[config.mk]
export PLATFORM = sky130hd
export DESIGN_NAME = tcc_div_cell
export DESIGN_NICKNAME = d
export VERILOG_FILES = /design/src/hdl/tcc_pkg.sv /design/src/hdl/tcc_div_cell.sv
export SDC_FILE = /design/constraint.sdc
export NUM_CORES = 1
export LEC_CHECK = 0
export BUFFER_PORTS_ARGS = -buffer_cell sky130_fd_sc_hd__buf_2
export CELL_PAD_IN_SITES_DETAIL_PLACEMENT = 1
export CELL_PAD_IN_SITES_GLOBAL_PLACEMENT = 1
export CORE_AREA = 2 2 269 271
export DETAILED_ROUTE_END_ITERATION = 10
export DIE_AREA = 0 0 271 273
export PLACE_DENSITY_LB_ADDON = 0.1
export SYNTH_ARGS = -nofsm -noshare
export SYNTH_HDL_FRONTEND = slang
export SYNTH_SLANG_ARGS = --single-unit
[constraint.sdc]
create_clock -name i_clk -period 3.2 [get_ports i_clk]
set_clock_uncertainty 0.1 [all_clocks]
set_input_delay 0.48 -clock i_clk [delete_from_list [all_inputs] [get_ports i_clk]]
set_output_delay 0.48 -clock i_clk [all_outputs]
set_load 0.05 [all_outputs]
[src/hdl/tcc_pkg.sv]
`timescale 1ns / 1ps
`default_nettype none

package tcc_pkg;

    // Width of every input coordinate and of the centre and radius results.
    localparam int COORD_WIDTH = 24;
    localparam int W   = COORD_WIDTH;
    // Vertex differences, squared sums and the doubled determinant.
    localparam int DW  = W + 1;
    localparam int PW  = 2 * DW;
    localparam int SQW = 2 * DW + 2;
    // Chunk width used to split wide products into small multipliers.
    localparam int CH  = 26;
    // Numerators of the centre offset and the exact inside term.
    localparam int NW  = DW + SQW + 1;
    localparam int EW  = NW + DW + 3;
    // Divider: quotient bits and remainder width.
    localparam int QB  = W + 2;
    localparam int RW  = NW + 2;
    // Centre sum before clamping, and the squared radius.
    localparam int VW  = W + 4;
    localparam int SRW = 2 * W;

    // Status codes.
    localparam logic [1:0] ST_OK   = 2'd0;
    localparam logic [1:0] ST_COLL = 2'd1;
    localparam logic [1:0] ST_SAT  = 2'd2;

    // Side data that travels along the divider cells.
    typedef struct packed {
        logic [W-1:0] ax;
        logic [W-1:0] ay;
        logic         neg_x;
        logic         neg_y;
        logic         big_x;
        logic         big_y;
        logic         in_circle;
        logic         coll;
    } t_div_side;

    typedef struct packed {
        logic          vld;
        logic [RW-1:0] rem_x;
        logic [RW-1:0] rem_y;
        logic [RW-1:0] dv;
        logic [QB-1:0] q_x;
        logic [QB-1:0] q_y;
        t_div_side     side;
    } t_div_beat;

    // Side data that travels along the square root cells.
    typedef struct packed {
        logic [W-1:0] cen_x;
        logic [W-1:0] cen_y;
        logic         in_circle;
        logic         coll;
        logic         sat;
        logic         rsat;
    } t_sqrt_side;

    typedef struct packed {
        logic           vld;
        logic [SRW-1:0] x;
        logic [SRW:0]   res;
        logic [SRW:0]   pos;
        t_sqrt_side     side;
    } t_sqrt_beat;

endpackage

`default_nettype wire

[src/hdl/tcc_div_cell.sv]
`timescale 1ns / 1ps
`default_nettype none

module tcc_div_cell (
    input  logic                i_clk,
    input  logic                i_rst_n,
    input  tcc_pkg::t_div_beat  i_beat,
    output tcc_pkg::t_div_beat  o_beat
);
    import tcc_pkg::*;

    t_div_beat n_beat;
    t_div_beat r_beat;

    // One restoring step for both quotients; the divisor moves one place right.
    always_comb begin
        n_beat = i_beat;
        if (i_beat.rem_x >= i_beat.dv) begin
            n_beat.rem_x = i_beat.rem_x - i_beat.dv;
            n_beat.q_x   = {i_beat.q_x[QB-2:0], 1'b1};
        end else begin
            n_beat.q_x   = {i_beat.q_x[QB-2:0], 1'b0};
        end
        if (i_beat.rem_y >= i_beat.dv) begin
            n_beat.rem_y = i_beat.rem_y - i_beat.dv;
            n_beat.q_y   = {i_beat.q_y[QB-2:0], 1'b1};
        end else begin
            n_beat.q_y   = {i_beat.q_y[QB-2:0], 1'b0};
        end
        n_beat.dv = i_beat.dv >> 1;
        // Synchronous reset clears only the valid flag.
        n_beat.vld = i_beat.vld & i_rst_n;
    end

    // Payload needs no reset.
    always_ff @(posedge i_clk) begin
        r_beat <= n_beat;
    end

    assign o_beat = r_beat;

endmodule

`default_nettype wire

* Word level (Yosys, flattened, before mapping) *
Cells that the tools add are included.

cells by class
  bitwise gates (word level) = 1
  $lt $le $gt $ge = 2
  add/sub/neg operators = 2
  muxes and demuxes = 4

operator list
  kind                  number
  80-bit >= comparator  2
  80-bit two-way mux    2
  80-bit subtractor     2
  1-bit two-way mux     2
  1-bit bitwise AND     1

word-level totals
  register bits after elaboration = 346
  output and inout port bits = 347
  word-level logic and storage cells = 23

* Longest topological paths before layout *
Gate-level depths: netlist of run 1.

  word-level depth = 2
  gate-level depth with buffers = 17
  depth with buffers taken out = 14

* Least setup slack after synthesis of run 1 *
Ideal clock, no wire load.

  path kind = input to register
  start point = input i_beat[111] (netlist bit)
  end point = register r_beat (netlist bit o_beat[258])
  arrival time = 3.189 ns
  path slack = -0.210 ns
  cell stages on the path = 14
  cells stage by stage = inv_1 -> ha_1 -> a21o_1 -> or3_1 -> o211a_1 -> o311ai_2 -> a41oi_2 -> o31ai_2 -> a21oi_2 -> nor2_4 -> buf_6 -> inv_4 -> buf_6 -> mux2_4

RTL lines
  what                  line                text
  from (decl)           tcc_div_cell.sv:7   input tcc_pkg::t_div_beat i_beat,
  to (signal assigned)  tcc_div_cell.sv:37  r_beat <= n_beat;
  to (decl)             tcc_div_cell.sv:13  t_div_beat r_beat;

==> results of run 1 <==
power by group through the flow:
stage | sequential, mW | clock [mW] | combinational, mW
floorplan | 6.80 | 0 | 2.05
global placement | 5.13 | 0 | 6.54
detailed placement | 5.12 | 0 | 6.60
CTS | 5.03 | 5.37 | 6.89
global route | 5.07 | 5.56 | 7.45
finish | 5.03 | 5.25 | 6.99
stage by stage:
| stage | instance area, um^2 | util | power, mW |
|---|---|---|---|
| floorplan | 18930 | - | 8.850 |
| detailed placement | 28360 | 0.3995 | 11.72 |
| global route | 32530 | 0.4582 | 18.07 |
| CTS | 32070 | 0.4517 | 17.30 |
| global placement | 28360 | 0.3995 | 11.66 |
| finish | 32540 | 0.4583 | 17.26 |
repair_timing:
item | 4_1_cts | 5_1_grt
cloned | 2 | 1
hold buffers | 204 | 0
setup buffers | 4 | 8
pin swaps | 8 | 22
endpoints found under the hold margin | 203 | 0
gates resized for setup | 22 | 83
setup endpoints to repair | 69 | 130
synthesized netlist by cell type, drive strengths merged, types with 4 or more instances:
cell / instances / share of area
nand2b: 20 / 0.0066
a2111o: 4 / 0.0024
inv: 138 / 0.028
o21a: 27 / 0.011
o31ai: 23 / 0.0094
a31o: 9 / 0.0042
clkbuf: 65 / 0.013
and2: 19 / 0.0063
nor2b: 17 / 0.0056
and3: 24 / 0.0080
a211oi: 20 / 0.0082
o21bai: 39 / 0.016
nand4: 55 / 0.018
or3: 13 / 0.0043
o21ai: 190 / 0.051
a21o: 77 / 0.031
a31oi: 15 / 0.0050
nand3: 25 / 0.0066
a211o: 8 / 0.0037
o2111ai: 6 / 0.0028
a21oi: 255 / 0.068
or2: 11 / 0.0037
nor3: 49 / 0.013
buf: 23 / 0.0070
nor4: 17 / 0.0056
mux2: 7 / 0.0044
xor2: 57 / 0.027
o211ai: 16 / 0.0064
nand2: 239 / 0.048
dfxtp: 346 / 0.37
a21boi: 10 / 0.0040
and4: 7 / 0.0033
ha: 160 / 0.11
nor2: 164 / 0.033
o221a: 5 / 0.0030
xnor2: 73 / 0.034
tightest hold or removal path, delay by kind of cell:
kind	cells	cell delay (ns)
buffers and inverters	1	0.10
AO/OA/AOI/OAI	1	0.06
AND/OR/NAND/NOR	1	0.04
cell type report:
type	instances	area (um^2)
inverter	138	525.5
sequential	346	6927
tap	950	1189
clock inverter	21	342.8
timing repair buffer	1594	10900
clock buffer	54	1136
multi-input combinational	1712	11500
antenna	6	15.01
fill	8700	38460
worst min-delay path by stage:
stage                              to  cells after the start  slack (ns)        start
final                     o_beat[275]                      3        0.02  i_beat[275]
after global routing      o_beat[147]                      2       0.007  i_beat[148]
after CTS                 o_beat[256]                      3       0.001  i_beat[256]
after detailed placement   o_beat[84]                      1        0.48   i_beat[83]
after global placement     o_beat[58]                      1        0.48   i_beat[57]
after floorplan             o_beat[0]                      0        0.41    i_beat[0]
per-layer routing:
metal,global-route usage,routed length (um)
met4,0.1024,3966
met3,0.04710,4906
met2,0.4931,52630
met5,0,18
met1,0.3239,43660
kinds of logic after synthesis:
kind of cell	Yosys count	synth area share
DFF	346	0.3680
buffers and inverters	226	0.04759
adders and majority gates	162	0.1085
muxes	7	0.004386
AOI/OAI and AO/OA	745	0.2455
other	1	0.0001992
and+or+nand+nor	667	0.1654
xor gates and xnor gates	130	0.06049
==> impl_metrics.prom, run 1 <==
# TYPE chip_impl_metric gauge
chip_impl_metric{name="placement.setup.worst_slack",unit="ns"} -0.8591
chip_impl_metric{name="grt_start_max_net_pins",unit=""} 49
chip_impl_info{name="endpoint_kind",value="flip-flop"} 1
chip_impl_metric{name="p_int",unit="mW"} 10.51
chip_impl_metric{name="postSynthRegisterBits",unit=""} 346
chip_impl_metric{name="postSynthAreaPerCell",unit="um^2"} 8.242
chip_impl_metric{name="fmax",unit="GHz"} 0.3182
chip_impl_metric{name="hpwl",unit="mm"} 86.43
chip_impl_metric{name="floorplan.core_area",unit="um^2"} 71000
chip_impl_metric{name="critPathMaxStageDelay",unit="ns"} 0.39
chip_impl_info{name="timing_worst_setup_path_type",value="in -> reg"} 1
chip_impl_metric{name="synthesis.nets",unit=""} 2795
chip_impl_metric{name="max-vdd-ir-drop",unit="V"} 0.0004142
chip_impl_metric{name="grt_antenna_before_repair",unit=""} 10
chip_impl_info{name="crit_path_start_kind",value="primary input"} 1
chip_impl_metric{name="setup_viol",unit=""} 0
chip_impl_metric{name="postRouteWirelength",unit="mm"} 105.2
chip_impl_metric{name="drt_first_iter_violations",unit=""} 973
chip_impl_metric{name="crit_buf_inv",unit=""} 5
chip_impl_metric{name="number_of_global_route_vias_before_repair",unit=""} 25030
chip_impl_metric{name="ctsHtreeMaxLevel",unit=""} 2
chip_impl_metric{name="share_clk_of_total_power",unit=""} 0.304
chip_impl_metric{name="instance_count_of_the_mapped_netlist",unit=""} 2284
chip_impl_metric{name="worstSetupPathDepth",unit=""} 16
chip_impl_metric{name="die_area",unit="um^2"} 73980
chip_impl_metric{name="gpl.final_weighted_congestion",unit=""} 0.9003
chip_impl_metric{name="layout.nets",unit=""} 4345
chip_impl_metric{name="post_drt_via_cell_ratio",unit=""} 4.777
chip_impl_metric{name="max-clock-path-buffers",unit=""} 3
chip_impl_metric{name="die_w",unit="um"} 271
chip_impl_metric{name="syn-cell-area",unit="um^2"} 18820
chip_impl_metric{name="largest_register_ff_count",unit=""} 346
chip_impl_metric{name="clk_transition_reported_paths",unit="ns"} 0.06
chip_impl_metric{name="fin_worst_hold_slack",unit="ns"} 0.02090
chip_impl_info{name="setup.worst_path.end",value="o_beat[257]"} 1
chip_impl_metric{name="static-leakage-power",unit="nW"} 16.10
chip_impl_metric{name="seq_power_share",unit=""} 0.291
chip_impl_metric{name="cts_buffers",unit=""} 42
chip_impl_metric{name="track_usage",unit=""} 0.2738
chip_impl_metric{name="drv.max_cap_violation_count",unit=""} 0
chip_impl_metric{name="power.share.combinational",unit=""} 0.405
chip_impl_metric{name="finalHoldViolations",unit=""} 0
chip_impl_metric{name="power.density_cell_area",unit="nW/um^2"} 530.6
chip_impl_info{name="critical-path-slowest-cell",value="sky130_fd_sc_hd__a2111o_1"} 1
chip_impl_metric{name="final_max_slew_viol_count",unit=""} 0
chip_impl_metric{name="timing.critical_path.required",unit="ns"} 3.58
chip_impl_info{name="cts_root_buf",value="sky130_fd_sc_hd__clkbuf_16"} 1
chip_impl_info{name="critical_path.cell_chain",value="buf_2 > inv_2 > ha_2 > a2111o_1 > a31oi_2 > o31a_1 > and3_4 > a211oi_2 > buf_4 > o211ai_1 > buf_4 > buf_4 > a21oi_1 > a31oi_2 > xor2_1 > o21ai_0"} 1
chip_impl_metric{name="rows",unit=""} 98
chip_impl_metric{name="final_cell_count_no_fill",unit=""} 4821
chip_impl_metric{name="placement.io_buffers",unit=""} 692
chip_impl_metric{name="drive_above_1_share",unit=""} 0.4075
chip_impl_metric{name="area_delta_synth_final",unit="%"} 72.85
chip_impl_info{name="path_common_cell",value="sky130_fd_sc_hd__buf_4"} 1
chip_impl_metric{name="synthesis.yosys.warnings",unit=""} 0
chip_impl_metric{name="num_io_pins",unit=""} 696
chip_impl_metric{name="worst_slew_margin_rel",unit=""} 0.6572
chip_impl_info{name="synthFlopType",value="sky130_fd_sc_hd__dfxtp_1"} 1
chip_impl_metric{name="cts.sink_count",unit=""} 346
chip_impl_info{name="critical_path.top_delay_family",value="compound AO/OA/AOI/OAI gates"} 1
chip_impl_metric{name="start_util",unit=""} 0.2651
chip_impl_info{name="layout_commonest_cell",value="sky130_fd_sc_hd__buf_2"} 1
chip_impl_metric{name="setup_slack",unit="ns"} 0.05716
chip_impl_metric{name="asyncSetResetFlopFracSynth",unit=""} 0
chip_impl_metric{name="fp.dieH",unit="um"} 273
chip_impl_metric{name="final_antenna_net_count",unit=""} 0
chip_impl_info{name="holdCritPathClass",value="in -> reg"} 1
chip_impl_metric{name="final_period_minus_worst_setup_slack",unit="ns"} 3.143
chip_impl_metric{name="grt_first_pass_wirelength",unit="mm"} 155.1
chip_impl_info{name="cp-startpoint",value="i_beat[122]"} 1
chip_impl_info{name="clock_tree_from_tritoncts",value="done"} 1
chip_impl_metric{name="yosysUniqueCellTypes",unit=""} 82
chip_impl_metric{name="power_switching_share",unit=""} 0.3914
chip_impl_metric{name="cp.arrival",unit="ns"} 3.53
chip_impl_metric{name="critPathMaxFanout",unit=""} 6
chip_impl_metric{name="route.vias.total",unit=""} 23030
chip_impl_metric{name="number_of_detailed_routing_iterations_run_before_antenna_repair",unit=""} 5
chip_impl_metric{name="final_min_period_over_clock_period",unit=""} 0.9821
chip_impl_info{name="grt_setup_unrepaired",value="true"} 1
chip_impl_info{name="run_status",value="finished, final reports clean"} 1
chip_impl_metric{name="route.detailed.wl_per_inst",unit="um"} 21.82
chip_impl_metric{name="max_slew.worst_pin.slew",unit="ns"} 0.5089
chip_impl_metric{name="place.detailed.instances",unit=""} 4521
chip_impl_metric{name="detail_route.drc_violations",unit=""} 0
chip_impl_metric{name="yosysSeqAreaShare",unit=""} 0.3680
chip_impl_metric{name="power.switching",unit="mW"} 6.757
chip_impl_metric{name="setup_total_negative_slack",unit="ns"} 0
chip_impl_metric{name="number_of_flops_mapped_to_enable_cells_by_yosys",unit=""} 0
chip_impl_info{name="layout_common_cells",value="sky130_fd_sc_hd__buf_2 (692), sky130_fd_sc_hd__buf_4 (685), sky130_fd_sc_hd__dfxtp_1 (346), sky130_fd_sc_hd__a21oi_1 (239), sky130_fd_sc_hd__nand2_1 (238)"} 1
chip_impl_metric{name="globalRoute.totalOverflow",unit=""} 0
Power figures use the tool's default switching activity.
==> run 2, diff against run 1 <==
==> constraint.sdc (replaced) <==
create_clock -name i_clk -period 2.7 [get_ports i_clk]
set_clock_uncertainty 0.1 [all_clocks]
set_input_delay 0.405 -clock i_clk [delete_from_list [all_inputs] [get_ports i_clk]]
set_output_delay 0.405 -clock i_clk [all_outputs]
set_load 0.05 [all_outputs]
==> run 2 against run 1 <==
- the flow now finishes with violations (negative setup slack)
- cell area is 15% higher
- total power is 26% higher
- via count is 6.2% higher
- sequential cell count stayed put
- final cell count is 4.4% higher
- combinational power is 41% higher
- critical endpoint is now o_beat[296]
- critical path depth is 2 higher
- wire length is 11% higher
==> impl_metrics.prom, run 2 (synthesis gave the netlist of run 1 again) <==
# TYPE chip_impl_metric gauge
chip_impl_metric{name="drt_first_iter_violations",unit=""} 1022
chip_impl_metric{name="final_min_period_over_clock_period",unit=""} 1.066
chip_impl_info{name="clock_tree_from_tritoncts",value="done"} 1
chip_impl_metric{name="grt_antenna_before_repair",unit=""} 14
chip_impl_metric{name="num_io_pins",unit=""} 696
chip_impl_metric{name="globalRoute.totalOverflow",unit=""} 0
chip_impl_metric{name="fp.dieH",unit="um"} 273
chip_impl_metric{name="gpl.final_weighted_congestion",unit=""} 0.9635
chip_impl_info{name="layout_commonest_cell",value="sky130_fd_sc_hd__buf_4"} 1
chip_impl_metric{name="fmax",unit="GHz"} 0.3475
chip_impl_metric{name="worst_slew_margin_rel",unit=""} 0.6427
chip_impl_metric{name="start_util",unit=""} 0.2651
chip_impl_metric{name="area_delta_synth_final",unit="%"} 99.15
chip_impl_metric{name="rows",unit=""} 98
chip_impl_metric{name="finalHoldViolations",unit=""} 0
chip_impl_metric{name="post_drt_via_cell_ratio",unit=""} 4.862
chip_impl_metric{name="setup_viol",unit=""} 147
chip_impl_metric{name="timing.critical_path.required",unit="ns"} 3.07
chip_impl_metric{name="largest_register_ff_count",unit=""} 346
chip_impl_metric{name="static-leakage-power",unit="nW"} 17.66
chip_impl_info{name="layout_common_cells",value="sky130_fd_sc_hd__buf_4 (781), sky130_fd_sc_hd__buf_2 (670), sky130_fd_sc_hd__dfxtp_1 (346), sky130_fd_sc_hd__dlygate4sd3_1 (259), sky130_fd_sc_hd__nand2_1 (197)"} 1
chip_impl_metric{name="final_cell_count_no_fill",unit=""} 5033
chip_impl_metric{name="placement.io_buffers",unit=""} 692
chip_impl_metric{name="floorplan.core_area",unit="um^2"} 71000
chip_impl_info{name="grt_setup_unrepaired",value="true"} 1
chip_impl_info{name="violations",value="negative setup slack"} 1
chip_impl_metric{name="setup_slack",unit="ns"} -0.1775
chip_impl_metric{name="ctsHtreeMaxLevel",unit=""} 2
chip_impl_metric{name="critPathMaxFanout",unit=""} 14
chip_impl_metric{name="share_clk_of_total_power",unit=""} 0.274
chip_impl_metric{name="seq_power_share",unit=""} 0.273
chip_impl_info{name="holdCritPathClass",value="in -> reg"} 1
chip_impl_metric{name="power_switching_share",unit=""} 0.4023
chip_impl_metric{name="max_slew.worst_pin.slew",unit="ns"} 0.5311
chip_impl_metric{name="route.detailed.wl_per_inst",unit="um"} 23.26
chip_impl_metric{name="place.detailed.instances",unit=""} 4626
chip_impl_info{name="hp-start",value="i_beat[270]"} 1
chip_impl_metric{name="final_antenna_net_count",unit=""} 0
chip_impl_metric{name="postRouteWirelength",unit="mm"} 117.1
chip_impl_metric{name="max-clock-path-buffers",unit=""} 3
chip_impl_metric{name="hpwl",unit="mm"} 90.44
chip_impl_info{name="crit_path_start_kind",value="primary input"} 1
chip_impl_metric{name="final_max_slew_viol_count",unit=""} 0
chip_impl_metric{name="grt_start_max_net_pins",unit=""} 29
chip_impl_metric{name="final_period_minus_worst_setup_slack",unit="ns"} 2.878
chip_impl_info{name="run_status",value="finished, violations left"} 1
chip_impl_metric{name="number_of_detailed_routing_iterations_run_before_antenna_repair",unit=""} 5
chip_impl_metric{name="detail_route.drc_violations",unit=""} 0
chip_impl_metric{name="grt_first_pass_wirelength",unit="mm"} 166.1
chip_impl_metric{name="cp.arrival",unit="ns"} 3.25
chip_impl_metric{name="clk_transition_reported_paths",unit="ns"} 0.06
chip_impl_metric{name="power.switching",unit="mW"} 8.777
chip_impl_info{name="cp-startpoint",value="i_beat[111]"} 1
chip_impl_metric{name="die_area",unit="um^2"} 73980
chip_impl_metric{name="cts.sink_count",unit=""} 346
chip_impl_metric{name="number_of_global_route_vias_before_repair",unit=""} 26640
chip_impl_metric{name="die_w",unit="um"} 271
chip_impl_metric{name="p_int",unit="mW"} 13.04
chip_impl_metric{name="power.share.combinational",unit=""} 0.452
chip_impl_metric{name="worstHoldPathCells",unit=""} 3
chip_impl_metric{name="placement.setup.worst_slack",unit="ns"} -1.074
chip_impl_metric{name="track_usage",unit=""} 0.2939
chip_impl_metric{name="fin_worst_hold_slack",unit="ns"} 0.01518
chip_impl_metric{name="drv.max_cap_violation_count",unit=""} 0
chip_impl_metric{name="power.density_cell_area",unit="nW/um^2"} 582.0
chip_impl_metric{name="layout.nets",unit=""} 4556
chip_impl_metric{name="route.vias.total",unit=""} 24470
chip_impl_metric{name="setup_total_negative_slack",unit="ns"} -12.39
chip_impl_metric{name="max-vdd-ir-drop",unit="V"} 0.0004336
chip_impl_info{name="cts_root_buf",value="sky130_fd_sc_hd__clkbuf_16"} 1
chip_impl_info{name="timing_worst_setup_path_type",value="in -> reg"} 1
chip_impl_metric{name="cts_buffers",unit=""} 43
chip_impl_metric{name="drive_above_1_share",unit=""} 0.5199
chip_impl_info{name="endpoint_kind",value="flip-flop"} 1
run 2: critical path, stage by stage:
cell                        delay [ns]
sky130_fd_sc_hd__buf_12           0.09
sky130_fd_sc_hd__inv_12           0.03
sky130_fd_sc_hd__buf_6            0.11
sky130_fd_sc_hd__ha_4             0.24
sky130_fd_sc_hd__a2111o_1         0.37
sky130_fd_sc_hd__o22a_1           0.25
sky130_fd_sc_hd__a21o_1           0.23
sky130_fd_sc_hd__a22o_1           0.24
sky130_fd_sc_hd__buf_6            0.13
sky130_fd_sc_hd__nor4_4           0.20
sky130_fd_sc_hd__o21ai_4          0.09
sky130_fd_sc_hd__nor2_4           0.12
sky130_fd_sc_hd__buf_12           0.17
sky130_fd_sc_hd__clkinv_16        0.10
sky130_fd_sc_hd__buf_12           0.15
sky130_fd_sc_hd__buf_12           0.15
sky130_fd_sc_hd__nor2_2           0.10
sky130_fd_sc_hd__a21oi_1          0.04
run 2: path summary, 6_finish.rpt:
kind | to | slack, ns
min | o_beat[270] | 0.02
max | o_beat[296] | -0.18
run 2: layout make-up:
class	instances	area, um^2
diodes	5	12.51
inverters	138	643.1
flip-flops and latches	346	6927
well taps	950	1189
repair inverters	3	36.28
repair buffers	1801	13340
fillers	8243	33510
multi-input cells	1712	13920
clock inverters	23	250.2
clock buffers	55	1171
run 2: stage by stage:
stage                     cell area (um^2)  utilization  power (mW)
after floorplan                      19490            -       10.66
after global placement               29610       0.4170       14.23
after detailed placement             29610       0.4170       14.30
after CTS                            34670       0.4883       20.99
after global routing                 37480       0.5280       22.69
final                                37490       0.5280       21.82
run 2: repair_timing:
action / CTS / global route
hold endpoints to repair: 257 / 2
setup buffers: 14 / 50
endpoints found under the setup margin: 162 / 162
cloned: 7 / 11
pin swaps: 34 / 139
gates resized for setup: 187 / 523
hold buffers: 257 / 2
run 2: routing by layer:
layer  global-route usage  share of wire  wire [um]  vias to the layer above
met5                    0        0.00025         29                        -
met4               0.1037          0.038       4420                        4
met3              0.04086          0.038       4461                      188
met2               0.5452           0.51      59950                      600
li1                     -              -          -                    11660
met1               0.3431           0.41      48210                    12020
run 2: power by group through the flow:
stage          Combinational, mW  Clock (mW)  Sequential [mW]
3_5_place_dp                8.23           0             6.06
5_1_grt                     10.4        6.28             6.00
2_1_floorplan               2.61           0             8.06
3_3_place_gp                8.16           0             6.07
6_report                    9.87        5.98             5.97
4_1_cts                     8.96        6.07             5.96
==> run 3, diff against run 2 <==
--- a/config.mk
+++ b/config.mk
@@ -5,7 +5,7 @@
 export SDC_FILE = /design/constraint.sdc
 export NUM_CORES = 1
 export LEC_CHECK = 0
-export BUFFER_PORTS_ARGS = -buffer_cell sky130_fd_sc_hd__buf_2
+export BUFFER_PORTS_ARGS = -buffer_cell sky130_fd_sc_hd__buf_4
 export CELL_PAD_IN_SITES_DETAIL_PLACEMENT = 1
 export CELL_PAD_IN_SITES_GLOBAL_PLACEMENT = 1
 export CORE_AREA = 2 2 269 271
==> run 3 against run 2 <==
- the flow still finishes with violations (negative setup slack)
- count of clock-buffer cells in the layout up 3
- sequential cell count unchanged
- combinational power is 8% higher
- final cell count grew 0.44%
- largest power group unchanged
==> impl_metrics.prom, run 3 (synthesis gave the netlist of run 1 again) <==
# TYPE chip_impl_metric gauge
chip_impl_info{name="holdCritPathClass",value="in -> reg"} 1
chip_impl_metric{name="final_period_minus_worst_setup_slack",unit="ns"} 3.024
chip_impl_metric{name="start_util",unit=""} 0.2651
chip_impl_metric{name="crit_buf_inv",unit=""} 5
chip_impl_metric{name="number_of_detailed_routing_iterations_run_before_antenna_repair",unit=""} 5
chip_impl_metric{name="worst_slew_margin_rel",unit=""} 0.6524
chip_impl_metric{name="fmax",unit="GHz"} 0.3307
chip_impl_metric{name="gpl.final_weighted_congestion",unit=""} 0.9614
chip_impl_metric{name="die_w",unit="um"} 271
chip_impl_info{name="cts_root_buf",value="sky130_fd_sc_hd__clkbuf_16"} 1
chip_impl_metric{name="globalRoute.totalOverflow",unit=""} 0
chip_impl_metric{name="final_max_slew_viol_count",unit=""} 0
chip_impl_metric{name="cts_buffers",unit=""} 43
chip_impl_metric{name="power.density_cell_area",unit="nW/um^2"} 570.3
chip_impl_metric{name="ctsHtreeMaxLevel",unit=""} 2
chip_impl_metric{name="number_of_global_route_vias_before_repair",unit=""} 26570
chip_impl_metric{name="max_slew.worst_pin.slew",unit="ns"} 0.5160
chip_impl_metric{name="drive_above_1_share",unit=""} 0.5176
chip_impl_metric{name="timing.critical_path.required",unit="ns"} 3.08
chip_impl_info{name="violations",value="negative setup slack"} 1
chip_impl_metric{name="critPathMaxFanout",unit=""} 7
chip_impl_metric{name="setup_viol",unit=""} 148
chip_impl_metric{name="track_usage",unit=""} 0.2987
chip_impl_metric{name="final_min_period_over_clock_period",unit=""} 1.120
chip_impl_metric{name="final_antenna_net_count",unit=""} 0
chip_impl_metric{name="fp.dieH",unit="um"} 273
chip_impl_metric{name="layout.nets",unit=""} 4578
chip_impl_metric{name="drt_first_iter_violations",unit=""} 1163
chip_impl_metric{name="largest_register_ff_count",unit=""} 346
chip_impl_metric{name="place.detailed.instances",unit=""} 4589
chip_impl_metric{name="detail_route.drc_violations",unit=""} 0
chip_impl_metric{name="area_delta_synth_final",unit="%"} 111.6
chip_impl_metric{name="critPathMaxStageDelay",unit="ns"} 0.34
chip_impl_info{name="clock_tree_from_tritoncts",value="done"} 1
chip_impl_metric{name="placement.io_buffers",unit=""} 692
chip_impl_metric{name="route.detailed.wl_per_inst",unit="um"} 24.42
chip_impl_info{name="layout_commonest_cell",value="sky130_fd_sc_hd__buf_4"} 1
chip_impl_info{name="grt_setup_unrepaired",value="true"} 1
chip_impl_metric{name="finalHoldViolations",unit=""} 0
chip_impl_metric{name="rows",unit=""} 98
chip_impl_info{name="critical_path.top_delay_family",value="compound AO/OA/AOI/OAI gates"} 1
chip_impl_info{name="path_common_cell",value="sky130_fd_sc_hd__buf_12"} 1
chip_impl_info{name="critical-path-slowest-cell",value="sky130_fd_sc_hd__or3_4"} 1
chip_impl_info{name="crit_path_start_kind",value="primary input"} 1
chip_impl_info{name="critical_path.cell_chain",value="buf_12 > inv_12 > ha_4 > a21o_1 > or3_4 > o211a_4 > o311ai_4 > buf_6 > a41oi_4 > o31ai_4 > a21oi_2 > nor2_4 > buf_12 > clkinv_16 > mux2_4"} 1
chip_impl_metric{name="route.vias.total",unit=""} 25060
chip_impl_metric{name="drv.max_cap_violation_count",unit=""} 0
chip_impl_metric{name="hpwl",unit="mm"} 89.37
chip_impl_info{name="timing_worst_setup_path_type",value="in -> reg"} 1
chip_impl_metric{name="clk_transition_reported_paths",unit="ns"} 0.06
chip_impl_info{name="endpoint_kind",value="flip-flop"} 1
chip_impl_metric{name="num_io_pins",unit=""} 696
chip_impl_metric{name="floorplan.core_area",unit="um^2"} 71000
chip_impl_metric{name="max-vdd-ir-drop",unit="V"} 0.0004777
chip_impl_metric{name="grt_antenna_before_repair",unit=""} 7
chip_impl_info{name="layout_common_cells",value="sky130_fd_sc_hd__buf_4 (1412), sky130_fd_sc_hd__dfxtp_1 (346), sky130_fd_sc_hd__dlygate4sd3_1 (292), sky130_fd_sc_hd__nand2_1 (194), sky130_fd_sc_hd__a21oi_1 (165)"} 1
chip_impl_info{name="run_status",value="finished, violations left"} 1
chip_impl_metric{name="cp.arrival",unit="ns"} 3.40
chip_impl_metric{name="static-leakage-power",unit="nW"} 18.45
chip_impl_metric{name="postRouteWirelength",unit="mm"} 123.4
chip_impl_metric{name="totalPowerFinal",unit="mW"} 22.72
chip_impl_metric{name="post_drt_via_cell_ratio",unit=""} 4.958
chip_impl_metric{name="die_area",unit="um^2"} 73980
chip_impl_metric{name="cts.sink_count",unit=""} 346
chip_impl_metric{name="grt_first_pass_wirelength",unit="mm"} 168.5
chip_impl_metric{name="setup_slack",unit="ns"} -0.3243
chip_impl_metric{name="placement.setup.worst_slack",unit="ns"} -1.259
chip_impl_metric{name="grt_start_max_net_pins",unit=""} 38
chip_impl_metric{name="max-clock-path-buffers",unit=""} 3
chip_impl_metric{name="final_cell_count_no_fill",unit=""} 5055
[run 3: changes by cell type in the layout (fill, tap and decap cells not counted), sizes merged]
cell / change
dlygate4sd3: +33
buf: -20
clkbuf: +11
clkinvlp: +9
inv: -9
diode: -2
[run 3: cell type report]
class | instances | area, um^2
Fill cell | 8031 | 31160
Sequential cell | 346 | 6927
Clock buffer | 58 | 1182
Antenna cell | 3 | 7.507
Clock inverter | 22 | 252.7
Multi-Input combinational cell | 1712 | 14000
Timing Repair inverter | 4 | 73.82
Tap cell | 950 | 1189
Inverter | 138 | 660.6
Timing Repair Buffer | 1822 | 15550
[run 3: timing repair]
item                                    CTS  global route
hold buffers                            292             0
pin swaps                                27           159
endpoints found under the hold margin   291             0
gates resized for setup                 165           589
buffers inserted                         16            63
cloned                                    9            24
endpoints found under the setup margin  161           162
[run 3: worst paths after layout]
kind	startpoint	end	slack, ns	depth (start not counted)
setup / recovery	i_beat[111]	o_beat[258]	-0.32	15
hold / removal	i_beat[303]	o_beat[303]	0.02	3
[run 3: per-layer routing]
layer / part of all wire / vias up / global-route usage
li1: - / 11700 / -
met1: 0.40 / 12420 / 0.3462
met2: 0.51 / 720 / 0.5577
met3: 0.048 / 219 / 0.04736
met4: 0.043 / 6 / 0.09494
met5: 0.00033 / - / 0
[run 3: through the flow]
step	hold slack (ns)	utilization	setup TNS, ns	area, um^2
floorplan	0.3327	-	-37.60	19490
global placement	0.4101	0.4375	-141.91	31060
detailed placement	0.4106	0.4375	-148.80	31060
CTS	0.003432	0.5121	-27.09	36350
global route	0.003190	0.5612	-36.86	39840
finish	0.01954	0.5612	-27.84	39840
[run 3: power breakdown]
part / switching (mW) / internal [mW]
logic: 6.14 / 4.53
registers: 0.284 / 5.70
clock network: 2.64 / 3.43
total: 9.06 / 13.7
